`src/sv/assert_macros.svh`:
```
// ----------------------------------------------------------------------------
// assert_macros.svh
// Concurrent assertion macros, compiled out when NO_ASSERTIONS is defined.
// ----------------------------------------------------------------------------
`ifndef ASSERT_MACROS_SVH
`define ASSERT_MACROS_SVH

`ifndef NO_ASSERTIONS
`define ASSERT_IMPLY(label, clk, rst_n, ante, cons) \
  label: assert property (@(posedge clk) disable iff (!rst_n) (ante) |-> (cons)) \
    else $error("assertion failed");
`define ASSERT_NEXT(label, clk, rst_n, ante, cons) \
  label: assert property (@(posedge clk) disable iff (!rst_n) (ante) |=> (cons)) \
    else $error("assertion failed");
`else
`define ASSERT_IMPLY(label, clk, rst_n, ante, cons)
`define ASSERT_NEXT(label, clk, rst_n, ante, cons)
`endif

`endif

```
`src/sv/dfmt_pkg.sv`:
```
// ----------------------------------------------------------------------------
// dfmt_pkg
// Types, ASCII codes and unit text for the decimal frequency formatter.
// ----------------------------------------------------------------------------
package dfmt_pkg;

  localparam int VAL_W      = 32;
  localparam int CHAR_W     = 7;
  localparam int NUM_DIGITS = 10;
  localparam int IDX_W      = 4;
  localparam int CNT_W      = 4;
  localparam int BIT_W      = 5;

  typedef logic [VAL_W-1:0]                 value_t;
  typedef logic [CHAR_W-1:0]                char_t;
  typedef logic [NUM_DIGITS-1:0][3:0]       digit_vec_t;
  typedef logic [IDX_W-1:0]                 idx_t;
  typedef logic [CNT_W-1:0]                 cnt_t;

  localparam char_t ASCII_ZERO  = 7'h30;
  localparam char_t ASCII_POINT = 7'h2E;
  localparam char_t ASCII_SPACE = 7'h20;
  localparam char_t ASCII_K     = 7'h6B;
  localparam char_t ASCII_H     = 7'h48;
  localparam char_t ASCII_Z     = 7'h7A;

  localparam value_t KHZ_MIN    = 32'd1000;
  localparam idx_t   KHZ_BASE   = 4'd3;
  localparam idx_t   FRAC_HI    = 4'd2;
  localparam idx_t   FRAC_LO    = 4'd1;
  localparam logic [2:0] KHZ_LAST = 3'd3;
  localparam logic [2:0] HZ_LAST  = 3'd4;

  function automatic char_t unit_char(input logic khz, input logic [2:0] k);
    char_t c;
    c = ASCII_SPACE;
    if (khz) begin
      case (k)
        3'd0:    c = ASCII_SPACE;
        3'd1:    c = ASCII_K;
        3'd2:    c = ASCII_H;
        3'd3:    c = ASCII_Z;
        default: c = ASCII_SPACE;
      endcase
    end else begin
      case (k)
        3'd0:    c = ASCII_SPACE;
        3'd1:    c = ASCII_H;
        3'd2:    c = ASCII_Z;
        default: c = ASCII_SPACE;
      endcase
    end
    return c;
  endfunction

endpackage

```
`src/sv/decimal_frequency_formatter_unit.sv`:
```
// ----------------------------------------------------------------------------
// decimal_frequency_formatter_unit
// Formats a 32-bit value as ASCII text, one character per output request.
// Mode 0 gives the plain decimal number; mode 1 gives a frequency as "N Hz  "
// below 1000 or "K.FF kHz" at 1000 and above. The block takes one request
// at a time: after acceptance a shift-and-add-3 unit converts one bit per
// cycle over all 32 bits, a count state sets the digit count, then one character
// leaves per cycle while the output is not stalled, up to 14 characters.
// MAX_DIGITS caps the digits printed for the number or kilohertz part.
// ----------------------------------------------------------------------------
`include "assert_macros.svh"

module decimal_frequency_formatter_unit #(
  parameter int MAX_DIGITS = 10
) (
  input  logic                  clk,
  input  logic                  rst_n,
  input  logic                  in_valid,
  output logic                  in_stall,
  input  logic                  in_op,
  input  dfmt_pkg::value_t      in_value,
  output logic                  out_valid,
  input  logic                  out_stall,
  output dfmt_pkg::char_t       out_char_code,
  output logic                  out_last
);
  import dfmt_pkg::*;

  localparam int   CAP   = (MAX_DIGITS < NUM_DIGITS) ? MAX_DIGITS : NUM_DIGITS;
  localparam cnt_t CAP_C = CNT_W'(CAP);

  localparam logic [2:0] S_IDLE  = 3'd0;
  localparam logic [2:0] S_CONV  = 3'd1;
  localparam logic [2:0] S_COUNT = 3'd2;
  localparam logic [2:0] S_NUM   = 3'd3;
  localparam logic [2:0] S_POINT = 3'd4;
  localparam logic [2:0] S_FRAC  = 3'd5;
  localparam logic [2:0] S_UNIT  = 3'd6;

  logic [2:0]       state_r, state_nxt;
  value_t           sh_r, sh_nxt;
  digit_vec_t       bcd_r, bcd_nxt, bcd_adj;
  logic [4*NUM_DIGITS:0] bcd_shift;
  logic [BIT_W-1:0] bit_r, bit_nxt;
  idx_t             idx_r, idx_nxt;
  cnt_t             k_r, k_nxt;
  logic             op_r, op_nxt;
  logic             khz_r, khz_nxt;
  logic             out_valid_r, out_valid_nxt;
  char_t            out_char_r, out_char_nxt;
  logic             out_last_r, out_last_nxt;

  logic             in_acc;
  logic             load;
  cnt_t             nd, cnt;

  assign in_stall      = (state_r != S_IDLE);
  assign in_acc        = in_valid && !in_stall;
  assign load          = !out_valid_r || !out_stall;
  assign out_valid     = out_valid_r;
  assign out_char_code = out_char_r;
  assign out_last      = out_last_r;

  // shift-and-add-3 adjust
  always_comb begin
    for (int i = 0; i < NUM_DIGITS; i++) begin
      bcd_adj[i] = (bcd_r[i] >= 4'd5) ? bcd_r[i] + 4'd3 : bcd_r[i];
    end
  end

  assign bcd_shift = {bcd_adj, sh_r[VAL_W-1]};

  // significant digit count, capped
  always_comb begin
    cnt_t n;
    n = CNT_W'(1);
    for (int i = 0; i < NUM_DIGITS; i++) begin
      if (bcd_r[i] != 4'd0) n = CNT_W'(i + 1);
    end
    nd  = khz_r ? n - cnt_t'(KHZ_BASE) : n;
    cnt = (nd > CAP_C) ? CAP_C : nd;
  end

  always_comb begin
    state_nxt     = state_r;
    sh_nxt        = sh_r;
    bcd_nxt       = bcd_r;
    bit_nxt       = bit_r;
    idx_nxt       = idx_r;
    k_nxt         = k_r;
    op_nxt        = op_r;
    khz_nxt       = khz_r;
    out_valid_nxt = out_valid_r && out_stall;
    out_char_nxt  = out_char_r;
    out_last_nxt  = out_last_r;

    case (state_r)
      S_IDLE: begin
        if (in_acc) begin
          sh_nxt    = in_value;
          bcd_nxt   = '0;
          bit_nxt   = '0;
          op_nxt    = in_op;
          khz_nxt   = in_op && (in_value >= KHZ_MIN);
          state_nxt = S_CONV;
        end
      end
      S_CONV: begin
        bcd_nxt = bcd_shift[4*NUM_DIGITS-1:0];
        sh_nxt  = {sh_r[VAL_W-2:0], 1'b0};
        bit_nxt = bit_r + 1'b1;
        if (bit_r == BIT_W'(VAL_W - 1)) state_nxt = S_COUNT;
      end
      S_COUNT: begin
        idx_nxt   = (khz_r ? KHZ_BASE : idx_t'(0)) + idx_t'(cnt) - 1'b1;
        k_nxt     = cnt - 1'b1;
        state_nxt = S_NUM;
      end
      S_NUM: begin
        if (load) begin
          out_valid_nxt = 1'b1;
          out_char_nxt  = ASCII_ZERO + char_t'(bcd_r[idx_r]);
          out_last_nxt  = 1'b0;
          idx_nxt       = idx_r - 1'b1;
          k_nxt         = k_r - 1'b1;
          if (k_r == '0) begin
            k_nxt = '0;
            if (!op_r) begin
              out_last_nxt = 1'b1;
              state_nxt    = S_IDLE;
            end else if (khz_r) begin
              state_nxt = S_POINT;
            end else begin
              state_nxt = S_UNIT;
            end
          end
        end
      end
      S_POINT: begin
        if (load) begin
          out_valid_nxt = 1'b1;
          out_char_nxt  = ASCII_POINT;
          out_last_nxt  = 1'b0;
          idx_nxt       = FRAC_HI;
          state_nxt     = S_FRAC;
        end
      end
      S_FRAC: begin
        if (load) begin
          out_valid_nxt = 1'b1;
          out_char_nxt  = ASCII_ZERO + char_t'(bcd_r[idx_r]);
          out_last_nxt  = 1'b0;
          idx_nxt       = FRAC_LO;
          if (idx_r == FRAC_LO) begin
            k_nxt     = '0;
            state_nxt = S_UNIT;
          end
        end
      end
      S_UNIT: begin
        if (load) begin
          out_valid_nxt = 1'b1;
          out_char_nxt  = unit_char(khz_r, k_r[2:0]);
          out_last_nxt  = (k_r[2:0] == (khz_r ? KHZ_LAST : HZ_LAST));
          k_nxt         = k_r + 1'b1;
          if (out_last_nxt) state_nxt = S_IDLE;
        end
      end
      default: begin
        state_nxt = S_IDLE;
      end
    endcase
  end

  always_ff @(posedge clk) begin
    if (!rst_n) begin
      state_r     <= S_IDLE;
      out_valid_r <= 1'b0;
    end else begin
      state_r     <= state_nxt;
      out_valid_r <= out_valid_nxt;
    end
    sh_r       <= sh_nxt;
    bcd_r      <= bcd_nxt;
    bit_r      <= bit_nxt;
    idx_r      <= idx_nxt;
    k_r        <= k_nxt;
    op_r       <= op_nxt;
    khz_r      <= khz_nxt;
    out_char_r <= out_char_nxt;
    out_last_r <= out_last_nxt;
  end

  `ASSERT_NEXT(a_accept_conv, clk, rst_n, in_valid && !in_stall, state_r == S_CONV)
  `ASSERT_IMPLY(a_frac_idx, clk, rst_n, state_r == S_FRAC, idx_r == FRAC_HI || idx_r == FRAC_LO)
  `ASSERT_NEXT(a_conv_quiet, clk, rst_n, state_r == S_CONV && out_valid_r && out_stall, out_valid_r && $stable(out_char_r))
  `ASSERT_IMPLY(a_last_idle, clk, rst_n, out_valid_r && out_last_r && !$past(out_valid_r && out_last_r) && $past(rst_n), state_r == S_IDLE || state_r == S_CONV)

endmodule
```
`config.mk`:
```
export PLATFORM = sky130hd
export DESIGN_NAME = decimal_frequency_formatter_unit
export DESIGN_NICKNAME = d
export VERILOG_FILES = /design/src/sv/dfmt_pkg.sv /design/src/sv/decimal_frequency_formatter_unit.sv
export VERILOG_INCLUDE_DIRS = /design/src /design/src/sv
export SDC_FILE = /design/constraint.sdc
export NUM_CORES = 1
export LEC_CHECK = 0
export ABC_CLOCK_PERIOD_IN_PS = 9700
export BUFFER_PORTS_ARGS = -buffer_cell sky130_fd_sc_hd__buf_2
export CORE_MARGIN = 8
export CORE_UTILIZATION = 55
export CTS_BUF_LIST = sky130_fd_sc_hd__clkbuf_4
export DETAILED_ROUTE_END_ITERATION = 7
export PLACE_DENSITY = 0.74
export SYNTH_ARGS = -nofsm -noshare
export SYNTH_HDL_FRONTEND = slang
export SYNTH_SLANG_ARGS = --single-unit
```
`constraint.sdc`:
```
create_clock -name clk -period 9.7 [get_ports clk]
set_input_delay 0.97 -clock clk [delete_from_list [all_inputs] [get_ports clk]]
set_output_delay 0.97 -clock clk [all_outputs]
set_load 0.05 [all_outputs]
```
* Word level (Yosys, flattened, before mapping) *
Index checks and enable logic that the tools add are counted.

cells by class
  add/sub/neg operators = 19
  $lt $le $gt $ge = 13
  equal/unequal tests = 23
  muxes and demuxes = 68
  reductions and logical operators = 34

operator list
  kind                                                    number
  two-way mux 4 bit                                       28
  case mux 40 bit (2 select lines)                        1
  case mux 32 bit (2 select lines)                        1
  nonzero test 4 bit                                      11
  case mux 7 bit (3 select lines)                         2
  >= comparator 4 x 3 -> 1 bit (second input constant)    10
  two-way mux 40 bit                                      1
  adder 4 x 2 -> 4 bit (second input constant)            9
  two-way mux 3 bit                                       12
  >= comparator 32 x 10 -> 1 bit (second input constant)  1
  two-way mux 32 bit                                      1
  case mux 4 bit (4 select lines)                         2
  two-way mux 7 bit                                       4
  case mux 3 bit (7 select lines)                         1
  inequality test 2 bit (second input constant)           9
  binary-select mux 4 bit (select 4 bit)                  1
  subtractor 4 x 1 -> 4 bit (second input constant)       4
  case mux 7 bit (2 select lines)                         1
  == test 3 x 2 -> 1 bit (second input constant)          4
  AND reduction 4 bit                                     3
  case mux 5 bit (2 select lines)                         1
  == test 3 bit (second input constant)                   3
  AND reduction 9 bit                                     1
  nonzero test 3 bit                                      3
  27 further kinds                                        43

storage, ports and cells
  register bits = 99
  input bits = 37
  output and inout bits = 10
  logic and storage cells = 177

* Depth between registers and ports, before layout *
  depth after elaboration = 17
  depth in mapped cells = 19
  depth with buffers taken out = 19

* Worst setup path after synthesis *
OpenSTA, ideal clock, no wires.

  kind = register to register
  start = register state_r[0]
  end = register bcd_r[0] (netlist bit) (enable)
  setup time = 0.620 ns
  data arrival time = 6.716 ns
  required time = 9.080 ns
  setup slack = 2.364 ns
  cell stages (with the launch flop) = 5
  path buffers = 2
  clock period less this slack = 7.336 ns
  cell sequence = dfxtp_1 > clkbuf_1 > clkbuf_1 > or3_1 > o21ai_0

on the way
  cells in the longest elaborated chain, start to end = 5
  elaborated cells between the ends (all ways) = 8
  classes of those cells = eq/ne (2); reduce/logical (6)

ends and longest elaborated chain
  element                          line                                     text
  from (decl)                      decimal_frequency_formatter_unit.sv:40   logic [2:0] state_r, state_nxt;
  from (signal assigned)           decimal_frequency_formatter_unit.sv:180  state_r <= state_nxt;
  nonzero test 3 bit               decimal_frequency_formatter_unit.sv:57   assign in_stall = (state_r != S_IDLE);
  named net in_stall               decimal_frequency_formatter_unit.sv:19   output logic in_stall,
  zero test 1 bit                  decimal_frequency_formatter_unit.sv:58   assign in_acc = in_valid && !in_stall;
  logical AND 1 bit                decimal_frequency_formatter_unit.sv:58
  inequality test 2 bit (no line)  n/a
  AND reduction 2 bit (no line)    n/a
  to (signal assigned)             decimal_frequency_formatter_unit.sv:184  bcd_r <= bcd_nxt;
  to (decl)                        decimal_frequency_formatter_unit.sv:42   digit_vec_t bcd_r, bcd_nxt, bcd_adj;

The timed path passes the listed nets, and every way through them passes these cells.
A chain may end at the register's enable or synchronous reset.

* Worst setup path after layout *
  start = register bcd_r[8] (netlist bit)
  end = register idx_r[3] (data pin)

on the way
  cells in the longest elaborated chain, start to end = 16

ends and longest elaborated chain
  element                            line                                     text
  nonzero test 4 bit *               decimal_frequency_formatter_unit.sv:78   if (bcd_r[i] != 4'd0) n = CNT_W'(i + 1);
  two-way mux 4 bit * (8 in a row)   decimal_frequency_formatter_unit.sv:78
  subtractor 4 x 2 -> 4 bit          decimal_frequency_formatter_unit.sv:80   nd = khz_r ? n - cnt_t'(KHZ_BASE) : n;
  two-way mux 4 bit *                decimal_frequency_formatter_unit.sv:80
  > comparator 4 bit                 decimal_frequency_formatter_unit.sv:81   cnt = (nd > CAP_C) ? CAP_C : nd;
  two-way mux 4 bit *                decimal_frequency_formatter_unit.sv:81
  adder 2 x 4 -> 4 bit *             decimal_frequency_formatter_unit.sv:115  idx_nxt = (khz_r ? KHZ_BASE : idx_t'(0)) + idx_t'(cnt) - 1'b1;
  subtractor 4 x 1 -> 4 bit *        decimal_frequency_formatter_unit.sv:115
  case mux 4 bit (4 select lines) *  decimal_frequency_formatter_unit.sv:97   case (state_r)
  named net idx_nxt[3]               decimal_frequency_formatter_unit.sv:45   idx_t idx_r, idx_nxt;
  to (signal assigned)               decimal_frequency_formatter_unit.sv:186  idx_r <= idx_nxt;
  to (decl)                          decimal_frequency_formatter_unit.sv:45

Mark *: on every way through the listed nets, which the timed path passes. The rest lies on a longest branch.

==> flow_metrics.tcl <==
set metrics [dict create \
    regToRegEndpoint "idx_r[3]$_DFFE_PP_" \
    num_rows 38 \
    period_share_pct 45.4 \
    drv_cap 0 \
    antenna_found_initial 0 \
    cts-root-buf "clkbuf_4" \
    grt.total_usage_pct 17.7 \
    htree_levels 3 \
    relSlewSlack_pct 40.7 \
    regArea_mm2 0.00293 \
    avgRoutedWirePerCell_um 15.7 \
    cp-end-kind "flop" \
    yosysSeqAreaShare_pct 48.0 \
    critical_path.endpoint "idx_r[3]$_DFFE_PP_" \
    tns_ps 0 \
    die-height_um 121 \
    grt_pass1_wl_mm 21.1 \
    timing.hold.ws_ps 520 \
    hp-class "flop to flop" \
    ir_worst_vdd_mv 0.183 \
    ys.warnings.count 0 \
    post-cts-setup-buffers 0 \
    ant_nets 0 \
    cts_resized 0 \
    maxSlewViolCount 0 \
    synthToLayoutAreaGrowth_pct 8.38 \
    tightest_slew_ps 889 \
    ys.flop_type "edfxtp_1" \
    cts_tree "built" \
    regToRegSetupSlack_ps 5300 \
    synthCells 633 \
    die_w_um 121 \
    gp_congestion 0.843 \
    fin_crit_ps 4400 \
    grt_max_degree 76 \
    num_vias 4645 \
    fin_nets 738 \
    wirelength_mm 12.7 \
    post-route-drc-count 0 \
    cts_hold_buffers 0 \
    ioPinCount 47 \
    syn_area_per_cell_um2 9.65 \
    clk_pin_slew_ps 170 \
    syn_nets 705 \
    fmax_ghz 0.227 \
    setup_slack_ps 5300 \
    reg2reg_depth 18 \
    synth-seq-cells 99 \
    num-fill-cells 939 \
    grt_remaining_overflow 0 \
    start_kind "flop" \
    pre_cts_slack_ps 5360 \
    hold_viol 0 \
    path_class "flop to flop" \
    worstSkewPairLatency_ps 490 \
    cts_made_buffers 9 \
    rsz0062_at_grt "false" \
    leakage_nw 2.66 \
    timing.critical_path.from "bcd_r[8]$_SDFFCE_PN0P_" \
    fin_skew_ps 20.9 \
    hpwlAfterDp_mm 8.77 \
    finalSetupViolations 0 \
    n_antenna_cell 0 \
    drt_pass1_iterations 5 \
    drt_iter0_drc 463 \
    via_per_inst 5.73 \
    die_area_mm2 0.0147 \
    ys_types 60 \
    synth_area_mm2 0.00611 \
    drive_gt1_share_pct 12.5 \
    port_buffers 46 \
    clkSinkCount 99 \
    clk_path_buf_depth 2 \
    required_ps 10020 \
    multiInputGateArea_mm2 0.00296 \
    grt_pass1_vias 4474 \
    status "completed" \
    worst-path-max-fanout 4 \
    power_density_mw_per_mm2 341 \
    synth_edf_count 95 \
    start_util_pct 56.3 \
    ys_async_sr_fraction_pct 0 \
    core-area_mm2 0.0108 \
    reg2reg_from "bcd_r[8]$_SDFFCE_PN0P_" \
    cp.arrival_ps 4720 \
]
-- worst min path at each step --
stage | start | endpoint | slack (ps) | cells past startpoint
finish | sh_r[9]$_DFFE_PP_ | sh_r[10]$_DFFE_PP_ | 520 | 2
global route | sh_r[6]$_DFFE_PP_ | sh_r[7]$_DFFE_PP_ | 530 | 2
CTS | sh_r[9]$_DFFE_PP_ | sh_r[10]$_DFFE_PP_ | 530 | 2
detailed placement | sh_r[10]$_DFFE_PP_ | sh_r[11]$_DFFE_PP_ | 500 | 2
global placement | sh_r[2]$_DFFE_PP_ | sh_r[3]$_DFFE_PP_ | 490 | 2
floorplan | sh_r[9]$_DFFE_PP_ | sh_r[10]$_DFFE_PP_ | 480 | 2
-- per-layer routing --
metal	vias up	GRT usage, %	routed length, µm	share of wire [%]
met5	-	0	0	0
met4	0	6.32	172	1.4
met3	15	4.09	753	5.9
met2	124	28.8	6090	48
met1	2207	22.5	5710	45
li1	2299	-	-	-
-- cell families after synthesis --
kind of cell,share of synthesized area (%)
AND/OR/NAND/NOR,20.6
AO/OA/AOI/OAI,11.6
flip-flops,48.0
buffers and inverters,3.85
adder cells (fa/ha/maj),7.29
XOR/XNOR,4.16
multiplexers,4.43
-- cells in the final DEF, fill, tap and decap left out, types with 11 or more instances in the layout --
cell type / Yosys / layout
o21ai_0: 29 / 28
nor2_1: 61 / 61
edfxtp_1: 95 / 95
xor2_1: 14 / 14
nand2b_1: 11 / 11
xnor2_1: 15 / 15
nand2_1: 138 / 138
ha_1: 34 / 34
nor3_1: 17 / 16
buf_2: 2 / 46
inv_1: 35 / 35
a21oi_1: 42 / 42
-- sequential cells by signal (all words and copies together), names as in the netlist --
register       count
bcd_r             40
khz_r              1
out_valid          1
state_r            3
op_r               1
k_r                4
out_char_code      7
out_last           1
idx_r              4
sh_r              32
bit_r              5
-- metrics by stage --
stage	cells	power, mW	util, %	instance area [µm²]
2_1_floorplan	633	1.77	-	6110
3_3_place_gp	795	1.94	59.5	6450
3_5_place_dp	795	2.00	59.5	6450
4_1_cts	811	2.27	61.1	6620
5_1_grt	811	2.43	61.1	6620
6_report	811	2.26	61.1	6620
-- power by group --
part / internal (mW) / switching, mW
sequential: 0.773 / 0.195
combinational: 0.402 / 0.629
clock: 0.111 / 0.149
total: 1.29 / 0.973
-- synthesized netlist by cell type, drive strengths merged, types with 5 or more instances --
cell type | instances | area share, %
buf | 5 | 0.35
clkbuf | 22 | 1.4
ha | 34 | 7.0
nand2b | 11 | 1.1
nor3 | 17 | 1.4
o21ai | 30 | 2.5
inv | 35 | 2.2
and2 | 5 | 0.51
nor3b | 9 | 1.1
mux2i | 9 | 1.5
nor4 | 5 | 0.51
a21oi | 42 | 3.4
nor2 | 61 | 3.7
nand2 | 138 | 8.5
mux4 | 8 | 3.0
nand3 | 10 | 0.82
xor2 | 14 | 2.0
xnor2 | 15 | 2.2
edfxtp | 95 | 47
-- worst max-delay path: stages, from the launching register on --
cell and delay [ps]:
edfxtp_1 470, inv_1 130, ha_1 220, nor3b_1 470
nand3_1 190, a31oi_1 240, o21ai_0 120, ha_1 340
a21oi_1 160, o2111ai_1 200, a21boi_0 330, inv_1 120
ha_1 200, inv_1 60, ha_1 140, inv_1 50
fa_1 380, o21a_1 130, o41ai_2 300
-- cell type report --
cell class	count	area share (%)
clock buffers	10	1.13
multi-input cells	472	44.7
clock inverters	6	1.44
well taps	140	2.65
repair buffers	49	3.82
flip-flops and latches	99	44.3
inverters	35	1.98
Power figures use the tool's default switching activity.
